===== src/rtl/core/sas_pkg.sv =====
// ----------------------------------------------------------------------------
// sas_pkg: shared types and constants for the sprite animation sequencer
// Sizes, request codes, sequencer states and slot records.
// ----------------------------------------------------------------------------
package sas_pkg;

  localparam int NUM_SLOTS       = 16;
  localparam int NUM_DEFS        = 8;
  localparam int MAX_FRAME_COUNT = 16;
  localparam int TIME_BITS       = 16;

  localparam int SLOT_W    = $clog2(NUM_SLOTS);
  localparam int DEF_W     = $clog2(NUM_DEFS);
  localparam int FRAME_W   = $clog2(MAX_FRAME_COUNT);
  localparam int COUNT_W   = $clog2(MAX_FRAME_COUNT + 1);
  localparam int COL_DEPTH = NUM_DEFS * MAX_FRAME_COUNT;
  localparam int COL_AW    = DEF_W + FRAME_W;

  localparam int ACTION_W = 3;
  localparam int ROW_W    = 8;
  localparam int COL_W    = 8;
  localparam int STATUS_W = 2;

  typedef enum logic [ACTION_W-1:0] {
    ACT_DEF_HDR = 3'd0,
    ACT_DEF_COL = 3'd1,
    ACT_CREATE  = 3'd2,
    ACT_DESTROY = 3'd3,
    ACT_TICK    = 3'd4,
    ACT_QUERY   = 3'd5
  } action_e;

  typedef enum logic [STATUS_W-1:0] {
    ST_OK    = 2'd0,
    ST_FULL  = 2'd1,
    ST_UNDEF = 2'd2
  } status_e;

  typedef enum logic [2:0] {
    S_IDLE,
    S_EXEC,
    S_SCAN,
    S_QRD,
    S_FIN
  } state_e;

  typedef struct packed {
    logic                 on;
    logic                 loops;
    logic [DEF_W-1:0]     def;
    logic [FRAME_W-1:0]   frame;
    logic [TIME_BITS-1:0] rem;
  } slot_t;

  typedef struct packed {
    logic [COUNT_W-1:0]   count;
    logic [TIME_BITS-1:0] duration;
  } adv_def_t;

  typedef struct packed {
    logic [ACTION_W-1:0]  action;
    logic [DEF_W-1:0]     def_id;
    logic [SLOT_W-1:0]    slot_id;
    logic                 loop_flag;
    logic [COUNT_W-1:0]   num_frames;
    logic [TIME_BITS-1:0] duration;
    logic [ROW_W-1:0]     row;
    logic [FRAME_W-1:0]   pos;
    logic [COL_W-1:0]     col;
    logic [TIME_BITS-1:0] dt;
  } req_t;

  typedef struct packed {
    status_e            status;
    logic [SLOT_W-1:0]  slot;
    logic [ROW_W-1:0]   row;
    logic [COL_W-1:0]   col;
    logic [FRAME_W-1:0] idx;
    logic               active;
  } res_t;

endpackage


===== src/rtl/core/sprite_animation_sequencer.sv =====
// ----------------------------------------------------------------------------
// sprite_animation_sequencer: animation definitions and playing slots
// Defines animations, creates and destroys slots, ticks time, answers queries.
// ----------------------------------------------------------------------------
// channel  | direction | tdata / tuser
// s_axis   | in        | request fields / action
// m_axis   | out       | response fields / status
//
// Define, destroy and unused codes go from accept straight to the response.
// Query adds a column store read. Create ends at once for an undefined
// definition, else walks the slots to the first free one; tick walks all 16
// slots through the shared advance unit.
// Reset clears all slots and the definition valid bits at once.
// A response waiting in the output register does not block the next accept.
// ----------------------------------------------------------------------------
module sprite_animation_sequencer (
  input  logic        clk_i,
  input  logic        rst_ni,
  input  logic        s_axis_tvalid,
  output logic        s_axis_tready,
  // def_id, slot_id, loop_flag, num_frames, frame_duration, sheet_row,
  // frame_position, sheet_column, delta_time, zero pad
  input  logic [71:0] s_axis_tdata,
  // action
  input  logic [2:0]  s_axis_tuser,
  output logic        m_axis_tvalid,
  input  logic        m_axis_tready,
  // given_slot, shown_row, shown_column, shown_index, slot_active, zero pad
  output logic [31:0] m_axis_tdata,
  // status
  output logic [1:0]  m_axis_tuser
);

  localparam logic [sas_pkg::SLOT_W-1:0] LAST_SLOT =
    sas_pkg::SLOT_W'(sas_pkg::NUM_SLOTS - 1);

  sas_pkg::state_e  state_q, state_d;
  sas_pkg::req_t    req_q;
  sas_pkg::res_t    res_q;
  sas_pkg::slot_t   slots_q [sas_pkg::NUM_SLOTS];
  sas_pkg::slot_t   cur_slot, adv_slot;
  sas_pkg::adv_def_t adv_def;

  logic                             def_valid_q [sas_pkg::NUM_DEFS];
  logic [sas_pkg::COUNT_W-1:0]      def_count_q [sas_pkg::NUM_DEFS];
  logic [sas_pkg::TIME_BITS-1:0]    def_dur_q   [sas_pkg::NUM_DEFS];
  logic [sas_pkg::ROW_W-1:0]        def_row_q   [sas_pkg::NUM_DEFS];

  logic [sas_pkg::SLOT_W-1:0]  idx_q;
  logic [sas_pkg::SLOT_W-1:0]  rd_idx;
  logic [sas_pkg::COUNT_W-1:0] clamped_count;
  logic [sas_pkg::COL_W-1:0]   col_rd_data;
  logic [sas_pkg::NUM_SLOTS-1:0] slot_on_vec;

  logic s_fire, out_free, is_tick, is_create, is_last;
  logic col_we, col_re;
  logic m_valid_q;
  logic [31:0] m_data_q;
  logic [1:0]  m_user_q;

  assign s_axis_tready = (state_q == sas_pkg::S_IDLE);
  assign s_fire        = s_axis_tvalid && s_axis_tready;
  assign out_free      = !m_valid_q || m_axis_tready;
  assign is_tick       = (req_q.action == sas_pkg::ACT_TICK);
  assign is_create     = (req_q.action == sas_pkg::ACT_CREATE);
  assign is_last       = (idx_q == LAST_SLOT);

  assign rd_idx   = (state_q == sas_pkg::S_SCAN) ? idx_q : req_q.slot_id;
  assign cur_slot = slots_q[rd_idx];
  assign adv_def  = '{count: def_count_q[cur_slot.def], duration: def_dur_q[cur_slot.def]};

  always_comb begin
    for (int i = 0; i < sas_pkg::NUM_SLOTS; i++) begin
      slot_on_vec[i] = slots_q[i].on;
    end
  end

  always_comb begin
    clamped_count = req_q.num_frames;
    if (req_q.num_frames == '0) begin
      clamped_count = sas_pkg::COUNT_W'(1);
    end else if (req_q.num_frames > sas_pkg::COUNT_W'(sas_pkg::MAX_FRAME_COUNT)) begin
      clamped_count = sas_pkg::COUNT_W'(sas_pkg::MAX_FRAME_COUNT);
    end
  end

  sas_advance_unit u_advance (
    .slot_i (cur_slot),
    .def_i  (adv_def),
    .dt_i   (req_q.dt),
    .slot_o (adv_slot)
  );

  assign col_we = (state_q == sas_pkg::S_EXEC) && (req_q.action == sas_pkg::ACT_DEF_COL);
  assign col_re = (state_q == sas_pkg::S_EXEC) && (req_q.action == sas_pkg::ACT_QUERY);

  sas_col_mem u_col_mem (
    .clk_i     (clk_i),
    .wr_en_i   (col_we),
    .wr_addr_i ({req_q.def_id, req_q.pos}),
    .wr_data_i (req_q.col),
    .rd_en_i   (col_re),
    .rd_addr_i ({cur_slot.def, cur_slot.frame}),
    .rd_data_o (col_rd_data)
  );

  always_ff @(posedge clk_i or negedge rst_ni) begin
    if (!rst_ni) begin
      state_q <= sas_pkg::S_IDLE;
    end else begin
      state_q <= state_d;
    end
  end

  always_comb begin
    state_d = state_q;
    case (state_q)
      sas_pkg::S_IDLE: begin
        if (s_fire) state_d = sas_pkg::S_EXEC;
      end
      sas_pkg::S_EXEC: begin
        case (req_q.action)
          sas_pkg::ACT_TICK:   state_d = sas_pkg::S_SCAN;
          sas_pkg::ACT_CREATE: state_d = def_valid_q[req_q.def_id] ? sas_pkg::S_SCAN
                                                                   : sas_pkg::S_FIN;
          sas_pkg::ACT_QUERY:  state_d = sas_pkg::S_QRD;
          default:             state_d = sas_pkg::S_FIN;
        endcase
      end
      sas_pkg::S_SCAN: begin
        if (is_last || (is_create && !cur_slot.on)) state_d = sas_pkg::S_FIN;
      end
      sas_pkg::S_QRD: begin
        state_d = sas_pkg::S_FIN;
      end
      sas_pkg::S_FIN: begin
        if (out_free) state_d = sas_pkg::S_IDLE;
      end
      default: begin
        state_d = sas_pkg::S_IDLE;
      end
    endcase
  end

  always_ff @(posedge clk_i) begin
    if (s_fire) begin
      req_q.action      <= s_axis_tuser;
      req_q.def_id      <= s_axis_tdata[2:0];
      req_q.slot_id     <= s_axis_tdata[6:3];
      req_q.loop_flag   <= s_axis_tdata[7];
      req_q.num_frames  <= s_axis_tdata[12:8];
      req_q.duration    <= s_axis_tdata[28:13];
      req_q.row         <= s_axis_tdata[36:29];
      req_q.pos         <= s_axis_tdata[40:37];
      req_q.col         <= s_axis_tdata[48:41];
      req_q.dt          <= s_axis_tdata[64:49];
    end
  end

  always_ff @(posedge clk_i or negedge rst_ni) begin
    if (!rst_ni) begin
      idx_q <= '0;
    end else if (state_q == sas_pkg::S_EXEC) begin
      idx_q <= '0;
    end else if (state_q == sas_pkg::S_SCAN) begin
      idx_q <= idx_q + sas_pkg::SLOT_W'(1);
    end
  end

  always_ff @(posedge clk_i or negedge rst_ni) begin
    if (!rst_ni) begin
      for (int i = 0; i < sas_pkg::NUM_SLOTS; i++) begin
        slots_q[i] <= '0;
      end
    end else if (state_q == sas_pkg::S_EXEC && req_q.action == sas_pkg::ACT_DESTROY) begin
      slots_q[req_q.slot_id].on <= 1'b0;
    end else if (state_q == sas_pkg::S_SCAN && cur_slot.on && is_tick) begin
      slots_q[idx_q] <= adv_slot;
    end else if (state_q == sas_pkg::S_SCAN && !cur_slot.on && is_create) begin
      slots_q[idx_q] <= '{on: 1'b1, loops: req_q.loop_flag, def: req_q.def_id,
                          frame: '0, rem: '0};
    end
  end

  always_ff @(posedge clk_i or negedge rst_ni) begin
    if (!rst_ni) begin
      for (int i = 0; i < sas_pkg::NUM_DEFS; i++) begin
        def_valid_q[i] <= 1'b0;
      end
    end else if (state_q == sas_pkg::S_EXEC && req_q.action == sas_pkg::ACT_DEF_HDR) begin
      def_valid_q[req_q.def_id] <= 1'b1;
    end
  end

  always_ff @(posedge clk_i) begin
    if (state_q == sas_pkg::S_EXEC && req_q.action == sas_pkg::ACT_DEF_HDR) begin
      def_count_q[req_q.def_id] <= clamped_count;
      def_dur_q[req_q.def_id]   <= req_q.duration;
      def_row_q[req_q.def_id]   <= req_q.row;
    end
  end

  always_ff @(posedge clk_i) begin
    case (state_q)
      sas_pkg::S_IDLE: begin
        if (s_fire) res_q <= '0;
      end
      sas_pkg::S_EXEC: begin
        if (is_create && !def_valid_q[req_q.def_id]) begin
          res_q.status <= sas_pkg::ST_UNDEF;
        end
        if (req_q.action == sas_pkg::ACT_QUERY && cur_slot.on) begin
          res_q.row    <= def_row_q[cur_slot.def];
          res_q.idx    <= cur_slot.frame;
          res_q.active <= 1'b1;
        end
      end
      sas_pkg::S_SCAN: begin
        if (is_create && !cur_slot.on) begin
          res_q.slot <= idx_q;
        end else if (is_create && is_last) begin
          res_q.status <= sas_pkg::ST_FULL;
        end
      end
      sas_pkg::S_QRD: begin
        if (res_q.active) res_q.col <= col_rd_data;
      end
      default: begin
        res_q <= res_q;
      end
    endcase
  end

  always_ff @(posedge clk_i or negedge rst_ni) begin
    if (!rst_ni) begin
      m_valid_q <= 1'b0;
    end else if (state_q == sas_pkg::S_FIN && out_free) begin
      m_valid_q <= 1'b1;
    end else if (m_axis_tready) begin
      m_valid_q <= 1'b0;
    end
  end

  always_ff @(posedge clk_i) begin
    if (state_q == sas_pkg::S_FIN && out_free) begin
      m_data_q <= {7'd0, res_q.active, res_q.idx, res_q.col, res_q.row, res_q.slot};
      m_user_q <= res_q.status;
    end
  end

  assign m_axis_tvalid = m_valid_q;
  assign m_axis_tdata  = m_data_q;
  assign m_axis_tuser  = m_user_q;

  a_accept_exec: assert property (@(posedge clk_i) disable iff (!rst_ni)
    s_fire |=> state_q == sas_pkg::S_EXEC)
    else $error("accepted request did not start execution");

  a_full_means_all_on: assert property (@(posedge clk_i) disable iff (!rst_ni)
    (state_q == sas_pkg::S_FIN && res_q.status == sas_pkg::ST_FULL) |-> (&slot_on_vec))
    else $error("no free slot reported while a slot is inactive");

  a_create_sets_on: assert property (@(posedge clk_i) disable iff (!rst_ni)
    (state_q == sas_pkg::S_SCAN && is_create && !cur_slot.on)
      |=> (slots_q[res_q.slot].on && res_q.status == sas_pkg::ST_OK))
    else $error("allocated slot not active");

endmodule


===== src/rtl/core/sas_advance_unit.sv =====
// ----------------------------------------------------------------------------
// sas_advance_unit: shared frame advance for one slot
// Subtracts elapsed time or steps the frame, wrapping or holding at the end.
// ----------------------------------------------------------------------------
module sas_advance_unit (
  input  sas_pkg::slot_t                  slot_i,
  input  sas_pkg::adv_def_t               def_i,
  input  logic [sas_pkg::TIME_BITS-1:0]   dt_i,
  output sas_pkg::slot_t                  slot_o
);

  logic [sas_pkg::COUNT_W-1:0] next_frame;

  assign next_frame = sas_pkg::COUNT_W'(slot_i.frame) + sas_pkg::COUNT_W'(1);

  always_comb begin
    slot_o = slot_i;
    if (dt_i < slot_i.rem) begin
      slot_o.rem = slot_i.rem - dt_i;
    end else begin
      if (next_frame >= def_i.count) begin
        slot_o.frame = slot_i.loops ? '0 :
                       sas_pkg::FRAME_W'(def_i.count - sas_pkg::COUNT_W'(1));
      end else begin
        slot_o.frame = sas_pkg::FRAME_W'(next_frame);
      end
      slot_o.rem = def_i.duration;
    end
  end

endmodule


===== src/rtl/core/sas_col_mem.sv =====
// ----------------------------------------------------------------------------
// sas_col_mem: sheet column store
// One column per frame of each definition; one write and one registered read.
// ----------------------------------------------------------------------------
module sas_col_mem (
  input  logic                        clk_i,
  input  logic                        wr_en_i,
  input  logic [sas_pkg::COL_AW-1:0]  wr_addr_i,
  input  logic [sas_pkg::COL_W-1:0]   wr_data_i,
  input  logic                        rd_en_i,
  input  logic [sas_pkg::COL_AW-1:0]  rd_addr_i,
  output logic [sas_pkg::COL_W-1:0]   rd_data_o
);

  logic [sas_pkg::COL_W-1:0] mem_q [sas_pkg::COL_DEPTH];
  logic [sas_pkg::COL_W-1:0] rd_data_q;

  always_ff @(posedge clk_i) begin
    if (wr_en_i) begin
      mem_q[wr_addr_i] <= wr_data_i;
    end
  end

  always_ff @(posedge clk_i) begin
    if (rd_en_i) begin
      rd_data_q <= mem_q[rd_addr_i];
    end
  end

  assign rd_data_o = rd_data_q;

endmodule

===== config.mk =====
export PLATFORM = sky130hd
export DESIGN_NAME = sprite_animation_sequencer
export DESIGN_NICKNAME = d
export VERILOG_FILES = /design/src/rtl/core/sas_pkg.sv /design/src/rtl/core/sprite_animation_sequencer.sv /design/src/rtl/core/sas_advance_unit.sv /design/src/rtl/core/sas_col_mem.sv
export SDC_FILE = /design/constraint.sdc
export NUM_CORES = 2
export LEC_CHECK = 0
export BUFFER_PORTS_ARGS = -buffer_cell sky130_fd_sc_hd__buf_2
export CAP_MARGIN = 20
export CELL_PAD_IN_SITES_DETAIL_PLACEMENT = 1
export CELL_PAD_IN_SITES_GLOBAL_PLACEMENT = 1
export CORE_UTILIZATION = 30
export DETAILED_ROUTE_END_ITERATION = 8
export GPL_ROUTABILITY_DRIVEN = 0
export PLACE_DENSITY_LB_ADDON = 0.1
export SYNTH_ARGS = -nofsm -noshare
export SYNTH_HDL_FRONTEND = slang
export SYNTH_SLANG_ARGS = --single-unit
export TNS_END_PERCENT = 1

===== constraint.sdc =====
create_clock -name clk_i -period 19.9 [get_ports clk_i]
set_clock_uncertainty 0.1 [all_clocks]
set_input_delay 0.995 -clock clk_i [delete_from_list [all_inputs] [get_ports clk_i]]
set_output_delay 0.995 -clock clk_i [all_outputs]
set_load 0.005 [all_outputs]

After elaboration in Yosys (flattened, before gate mapping)
Memory sizes are Yosys's and may differ from the RTL's. A register that Yosys moved wholly into a read port is not among the register bits.
Index checks and enable logic that the tools add are counted.

cells by class
  add/sub/neg operators = 4
  magnitude comparators = 10
  equality and inequality tests = 19
  muxes and demuxes = 52
  bitwise operators = 5
  reduce and logical (&&, ||, !) cells = 37

operators by type and width
  cell                number
  $bwmux 400          3
  $mux 400            3
  $demux 25 s4        2
  $bmux 25 s4         1
  $mux 25             4
  $pmux 8 s2          2
  $mux 4              7
  $mux 27             1
  $logic_and 1x1->1   17
  $lt 16x16->1        1
  $mux 16             1
  $mux 8              2
  $sub 16x16->16      1
  $ge 5x5->1 const B  3
  $mux 5              3
  $not 4->5           3
  $pmux 3 s5          1
  $eq 3x2->1 const B  4
  $mux 3              4
  $reduce_and 3->1    4
  $lt 5x1->1 const B  2
  $ne 2x1->1 const B  5
  $pmux 5 s2          1
  $reduce_bool 2->1   5
  other kinds (26)    47

word-level totals
  bits in registers = 538
  RAM bits = 1,256
  bits of input ports = 79
  output and inout port bits = 36
  word-level logic and storage cells = 240
  memories = 4

memory list
  name             depth  bits a word  rd ports  clocked after Yosys merged registers in  write ports  RTL line                          RTL
  u_col_mem.mem_q  128    8            1         1                                        1            sas_col_mem.sv:15                 logic [sas_pkg::COL_W-1:0] mem_q [sas_pkg::COL_DEPTH];
  def_dur_q        8      16           1         0                                        1            sprite_animation_sequencer.sv:46  logic [sas_pkg::TIME_BITS-1:0] def_dur_q [sas_pkg::NUM_DEFS];
  def_row_q        8      8            1         0                                        1            sprite_animation_sequencer.sv:47  logic [sas_pkg::ROW_W-1:0] def_row_q [sas_pkg::NUM_DEFS];
  def_count_q      8      5            1         0                                        1            sprite_animation_sequencer.sv:45  logic [sas_pkg::COUNT_W-1:0] def_count_q [sas_pkg::NUM_DEFS];

Longest topological paths before layout
An unclocked memory read counts as a cell.

  depth after elaboration = 14
  depth in mapped cells = 29
  depth with buffers taken out = 22

Modules after synthesis
A second synthesis with hierarchy kept.

unflattened totals
  cell total of the unflattened synthesis = 4,568
  area total of the unflattened synthesis = 74,387.6 um^2

modules (own cells, without submodules)
  module                      times used  cells an instance  area an instance (um^2)  seq. area each (um^2)
  sas_col_mem                 1           1,635              39,745.6                 30,989.7
  sprite_animation_sequencer  1           2,723              33,075.5                 21,040.2
  sas_advance_unit            1           210                1,566.5                  0.0

Least setup slack after synthesis
OpenSTA, ideal clock, no wires.

  kind = reg-to-reg
  start point = reg state_q[1]
  end point = reg slots_q[165] in the netlist's numbering
  arrival time = 6.615 ns
  data required time = 19.670 ns
  setup slack = 13.055 ns
  cell stages (with the launch flop) = 28
  buffers on the path = 9
  period minus slack after synthesis = 6.845 ns
  cell sequence = dfrtp_1 -> buf_4 -> or3b_1 -> buf_4 -> inv_2 -> o21ai_4 -> buf_4 -> buf_4 -> buf_1 -> buf_1 -> mux4_2 -> nand2_1 -> a31oi_1 -> ha_1 -> a21o_1 -> a21oi_1 -> nor2b_1 -> o21a_1 -> o311ai_0 -> a31oi_1 -> a211oi_1 -> a31oi_1 -> clkbuf_1 -> clkbuf_1 -> o221ai_1 -> o31ai_1 -> clkbuf_1 -> o21ai_0

on the way
  longest elaborated chain between the ends = 11

ends and longest elaborated chain
  what                                        RTL line                                                                                                RTL
  start, declared                             sprite_animation_sequencer.sv:37                                                                        sas_pkg::state_e state_q, state_d;
  start signal, assigned                      sprite_animation_sequencer.sv:109                                                                       state_q <= sas_pkg::S_IDLE;
  start signal, assigned                      sprite_animation_sequencer.sv:111                                                                       state_q <= state_d;
  $eq 3x2->1                                  sprite_animation_sequencer.sv:68, sprite_animation_sequencer.sv:177, sprite_animation_sequencer.sv:179
  $mux 4                                      sprite_animation_sequencer.sv:68                                                                        assign rd_idx = (state_q == sas_pkg::S_SCAN) ? idx_q : req_q.slot_id;
  $not 4->5 (not written as such)             sprite_animation_sequencer.sv:69                                                                        assign cur_slot = slots_q[rd_idx];
  $bmux 25 s4                                 sprite_animation_sequencer.sv:69
  $mux 25 (not written as such) (2 in a row)  sprite_animation_sequencer.sv:69
  $sub 16x16->16 (tied with other cells)      sas_advance_unit.sv:19                                                                                  slot_o.rem = slot_i.rem - dt_i;
  $mux 16                                     sas_advance_unit.sv:18                                                                                  if (dt_i < slot_i.rem) begin
  $bwmux 400                                  sprite_animation_sequencer.sv:178                                                                       slots_q[idx_q] <= adv_slot;
  $mux 400                                    sprite_animation_sequencer.sv:177                                                                       end else if (state_q == sas_pkg::S_SCAN && cur_slot.on && is_tick) begin
  $mux 400                                    sprite_animation_sequencer.sv:175                                                                       end else if (state_q == sas_pkg::S_EXEC && req_q.action == sas_pkg::ACT_DESTROY) begin
  end signal, assigned by index               sprite_animation_sequencer.sv:178
  end signal, assigned by index               sprite_animation_sequencer.sv:180                                                                       slots_q[idx_q] <= '{on: 1'b1, loops: req_q.loop_flag, def: req_q.def_id,
  end, declared                               sprite_animation_sequencer.sv:40                                                                        sas_pkg::slot_t slots_q [sas_pkg::NUM_SLOTS];

Parallel ways exist; a longest one is shown, timed or not. The select of a mux whose other input is x is not followed.
A chain may end at the register's enable or synchronous reset.

Worst setup path after layout
  start point = reg state_q[2]
  end point = reg u_col_mem.rd_data_q (netlist bit u_col_mem.rd_data_o[2]), read port of u_col_mem.mem_q, data pin

on the way
  longest elaborated chain between the ends = 6

ends and longest elaborated chain
  what                                        RTL line                          RTL
  $eq 3x2->1                                  sprite_animation_sequencer.sv:68
  $mux 4                                      sprite_animation_sequencer.sv:68
  $not 4->5 (not written as such)             sprite_animation_sequencer.sv:69
  $bmux 25 s4                                 sprite_animation_sequencer.sv:69
  $mux 25 (not written as such) (2 in a row)  sprite_animation_sequencer.sv:69
  end, declared                               sas_col_mem.sv:16                 logic [sas_pkg::COL_W-1:0] rd_data_q;

Parallel ways exist; a longest one is shown, timed or not. The select of a mux whose other input is x is not followed.

==> impl_metrics.env <==
export IMPL_grt_pass1_vias=49320
export IMPL_syn_inst=5701
export IMPL_io_buffers=100
export IMPL_dpl_hpwl_um=145100
export IMPL_yosys_top_cells_area="edfxtp_1 (56%), dfrtp_1 (14%), nand2_1 (6.3%)"
export IMPL_grt_first_pass_wirelength_um=357900
export IMPL_core_area_um2=245900
export IMPL_post_cts_resize_count=0
export IMPL_arrival_ns=8.42
export IMPL_reg2reg_slack_ns=11.91
export IMPL_p_per_area_nw_per_um2=135.9
export IMPL_finalMaxSlewViolations=0
export IMPL_fp_row_count=182
export IMPL_timing_rr_end="u_col_mem.rd_data_o[2]"
export IMPL_drtAntennaViolNets=0
export IMPL_dr_pass1_iters=5
export IMPL_p_leak_nw=30.25
export IMPL_vdd_drop_max_mv=0.1016
export IMPL_synth_edf_count=1386
export IMPL_cp_slowest_cell="buf_4"
export IMPL_worst_pin_slew_ns=1.105
export IMPL_seqCellArea_um2=52030
export IMPL_top_layer="met4"
export IMPL_grt_usage=0.1951
export IMPL_end_kind="flop"
export IMPL_crit_reg2reg_launch="state_q[2]"
export IMPL_drt_vias_per_instance=5.152
export IMPL_cts_setup_buffers=0
export IMPL_syn_to_final_growth_pct=14.50
export IMPL_synth_area_leader_cell="edfxtp_1"
export IMPL_finish_utilization=0.3454
export IMPL_path_buf_inv=7
export IMPL_die_h_um=499.3
export IMPL_crit_family="buffers and inverters"
export IMPL_syn_area_per_cell_um2=13.01
export IMPL_crit_required_ns=20.34
export IMPL_synthTopCellsByCount="edfxtp_1 (1,386), nand2_1 (1,241), dfrtp_1 (416)"
export IMPL_die_w_um=499.3
export IMPL_synth_ff_type="edfxtp_1"
export IMPL_ioPinCount=115
export IMPL_fin_nets=5839
export IMPL_wl_met3_um=6158
export IMPL_path_clk_slew_ns=0.06
export IMPL_drtIter0Drc=2991
export IMPL_setup_viol=0
export IMPL_cts_root_buffer="clkbuf_16"
export IMPL_hold_path_class="in2async"
export IMPL_drive_gt1_frac=0.1203
export IMPL_fmax_ghz=0.1252
export IMPL_p_total_mw=11.55
export IMPL_start_util=0.3016
export IMPL_hold_buffers=0
export IMPL_final_setup_tns_ns=0
export IMPL_max_slew_margin_rel=0.2632
export IMPL_cpPeakStageDelay_ns=0.76
export IMPL_maxCapViolCount=0
export IMPL_die_area_um2=249300
export IMPL_cts_made_buffers=205
export IMPL_crit_fanout=83
export IMPL_cts_buffer_depth=3
export IMPL_min_period_ns=7.986
export IMPL_grt_max_degree=145
export IMPL_cp_start_kind="flop"
export IMPL_cts_tree="built"
export IMPL_fillers=25970
export IMPL_async_flop_share=0.2309
export IMPL_vias=47010
export IMPL_synthesis_area_um2=74180
export IMPL_crit_type="reg2reg"
export IMPL_finalHoldViolCount=0
export IMPL_wl_um=244700
export IMPL_gr_total_overflow=0
export IMPL_r2r_cells=18
export IMPL_synth_cell_types=73
export IMPL_wl_per_cell_um=26.82
export IMPL_yosysMostFrequentCell="edfxtp_1"
export IMPL_ys_ff_latch=1802
export IMPL_ys_seq_area_frac=0.7014
export IMPL_route_met2_wl_um=121700
export IMPL_crit_chain="or3b_1 -> buf_4 -> mux2_2 -> buf_4 -> mux4_2 -> nand2_1 -> nand3_4 -> buf_4 -> nand2_4 -> inv_8 -> buf_4 -> buf_4 -> nand3_1 -> a21oi_1 -> or3_1 -> nor4_1 -> buf_4 -> or4_1"
export IMPL_yosysWarnings=0
export IMPL_cp_common_cell="buf_4"
export IMPL_wl_met1_um=111300
export IMPL_insertion_delay_ns=0.84
export IMPL_outcome="finished, final reports clean"
export IMPL_grt_antenna_before_repair=9
export IMPL_multiInputGateArea_um2=20370
export IMPL_clkSinkCount=1802
export IMPL_rsz0062_at_grt="no"
export IMPL_synth_top_area_share=0.5611
export IMPL_h_tree_depth=4
export IMPL_final_period_utilization=0.4013
export IMPL_drc=0
-- per-layer routing --
metal  vias up  global-route usage
met3       307             0.02269
met5         -                   0
met4         0             0.04831
li1      21230                   -
met1     24840              0.2619
met2       643              0.3342
-- cell families after synthesis --
| group | Yosys count | share of synthesized area |
|---|---|---|
| simple gates | 2084 | 0.1234 |
| flops | 1802 | 0.7014 |
| compound gates | 1084 | 0.09370 |
| buf+inv | 463 | 0.02776 |
| mux | 225 | 0.04721 |
| fa+ha+maj | 28 | 0.004824 |
| xor+xnor | 14 | 0.001653 |
| other cells | 1 | 0.00005055 |
-- state kept, by name, summed over array words and instances (netlist names) --
signal	count
res_q	27
slot_on_vec	16
m_axis_tvalid	1
u_col_mem.rd_data_o	8
def_count_q	40
m_axis_tdata	25
m_axis_tuser	2
def_row_q	64
slots_q	384
def_valid_q	8
state_q	3
req_q	68
u_col_mem.mem_q	1024
idx_q	4
def_dur_q	128
-- worst register-to-register path: stages (launching register included) --
cell and delay, ns:
dfrtp_1 0.48, or3b_1 0.45, buf_4 0.25, mux2_2 0.58, buf_4 0.49, mux4_2 0.31
nand2_1 0.10, nand3_4 0.13, buf_4 0.64, nand2_4 0.56, inv_8 0.63, buf_4 0.71
buf_4 0.78, nand3_1 0.20, a21oi_1 0.25, or3_1 0.27, nor4_1 0.10, buf_4 0.20
or4_1 0.48
-- per-stage QoR --
stage / cells / hold slack [ns] / setup slack, ns / area, um2
after floorplan: 5707 / 0.3003 / 13.05 / 74200
after global placement: 8735 / 0.3048 / 11.67 / 78160
after detailed placement: 8740 / 0.3062 / 11.63 / 78210
after CTS: 9116 / 0.1190 / 11.63 / 84870
after global routing: 9122 / 0.1408 / 11.52 / 84930
final: 9125 / 0.1177 / 11.91 / 84940
-- power by group --
group | internal, mW | switching [mW] | leakage, nW | total (mW)
registers | 4.36 | 0.0981 | 18.3 | 4.46
logic | 0.835 | 2.47 | 8.68 | 3.31
clock network | 2.18 | 1.59 | 3.25 | 3.78
total | 7.38 | 4.16 | 30.2 | 11.5
-- final cells by class --
| cell class | instances | area share |
|---|---|---|
| tap | 3220 | 0.04743 |
| inverter | 36 | 0.001797 |
| sequential | 1802 | 0.6126 |
| multi-input combinational | 3442 | 0.2399 |
| timing repair buffer | 245 | 0.01990 |
| antenna | 4 | 0.0001178 |
| clock buffer | 272 | 0.06697 |
| clock inverter | 104 | 0.01136 |
-- worst max-delay path by stage --
stage	cells after the start	startpoint	to
finish	18	state_q[2]	u_col_mem.rd_data_o[2]
global route	22	state_q[1]	slots_q[290]
CTS	18	state_q[1]	u_col_mem.rd_data_o[2]
detailed placement	18	state_q[2]	u_col_mem.rd_data_o[2]
global placement	18	state_q[2]	u_col_mem.rd_data_o[2]
floorplan	27	state_q[1]	slots_q[165]
-- cell usage in the layout, fill, tap and decap left out, types with 96 or more instances in the layout --
cell type / Yosys / layout
nor2_1: 177 / 171
and3_1: 178 / 177
nand2_1: 1241 / 1240
a211oi_1: 175 / 175
mux2i_1: 113 / 111
a21oi_1: 164 / 164
mux4_2: 98 / 98
dfrtp_1: 416 / 416
buf_2: 113 / 99
buf_4: 26 / 134
nand3_1: 299 / 288
o21ai_0: 323 / 314
a22o_1: 96 / 96
clkbuf_16: 0 / 210
a31oi_1: 151 / 150
edfxtp_1: 1386 / 1386
(Power assumes the default switching activity.)
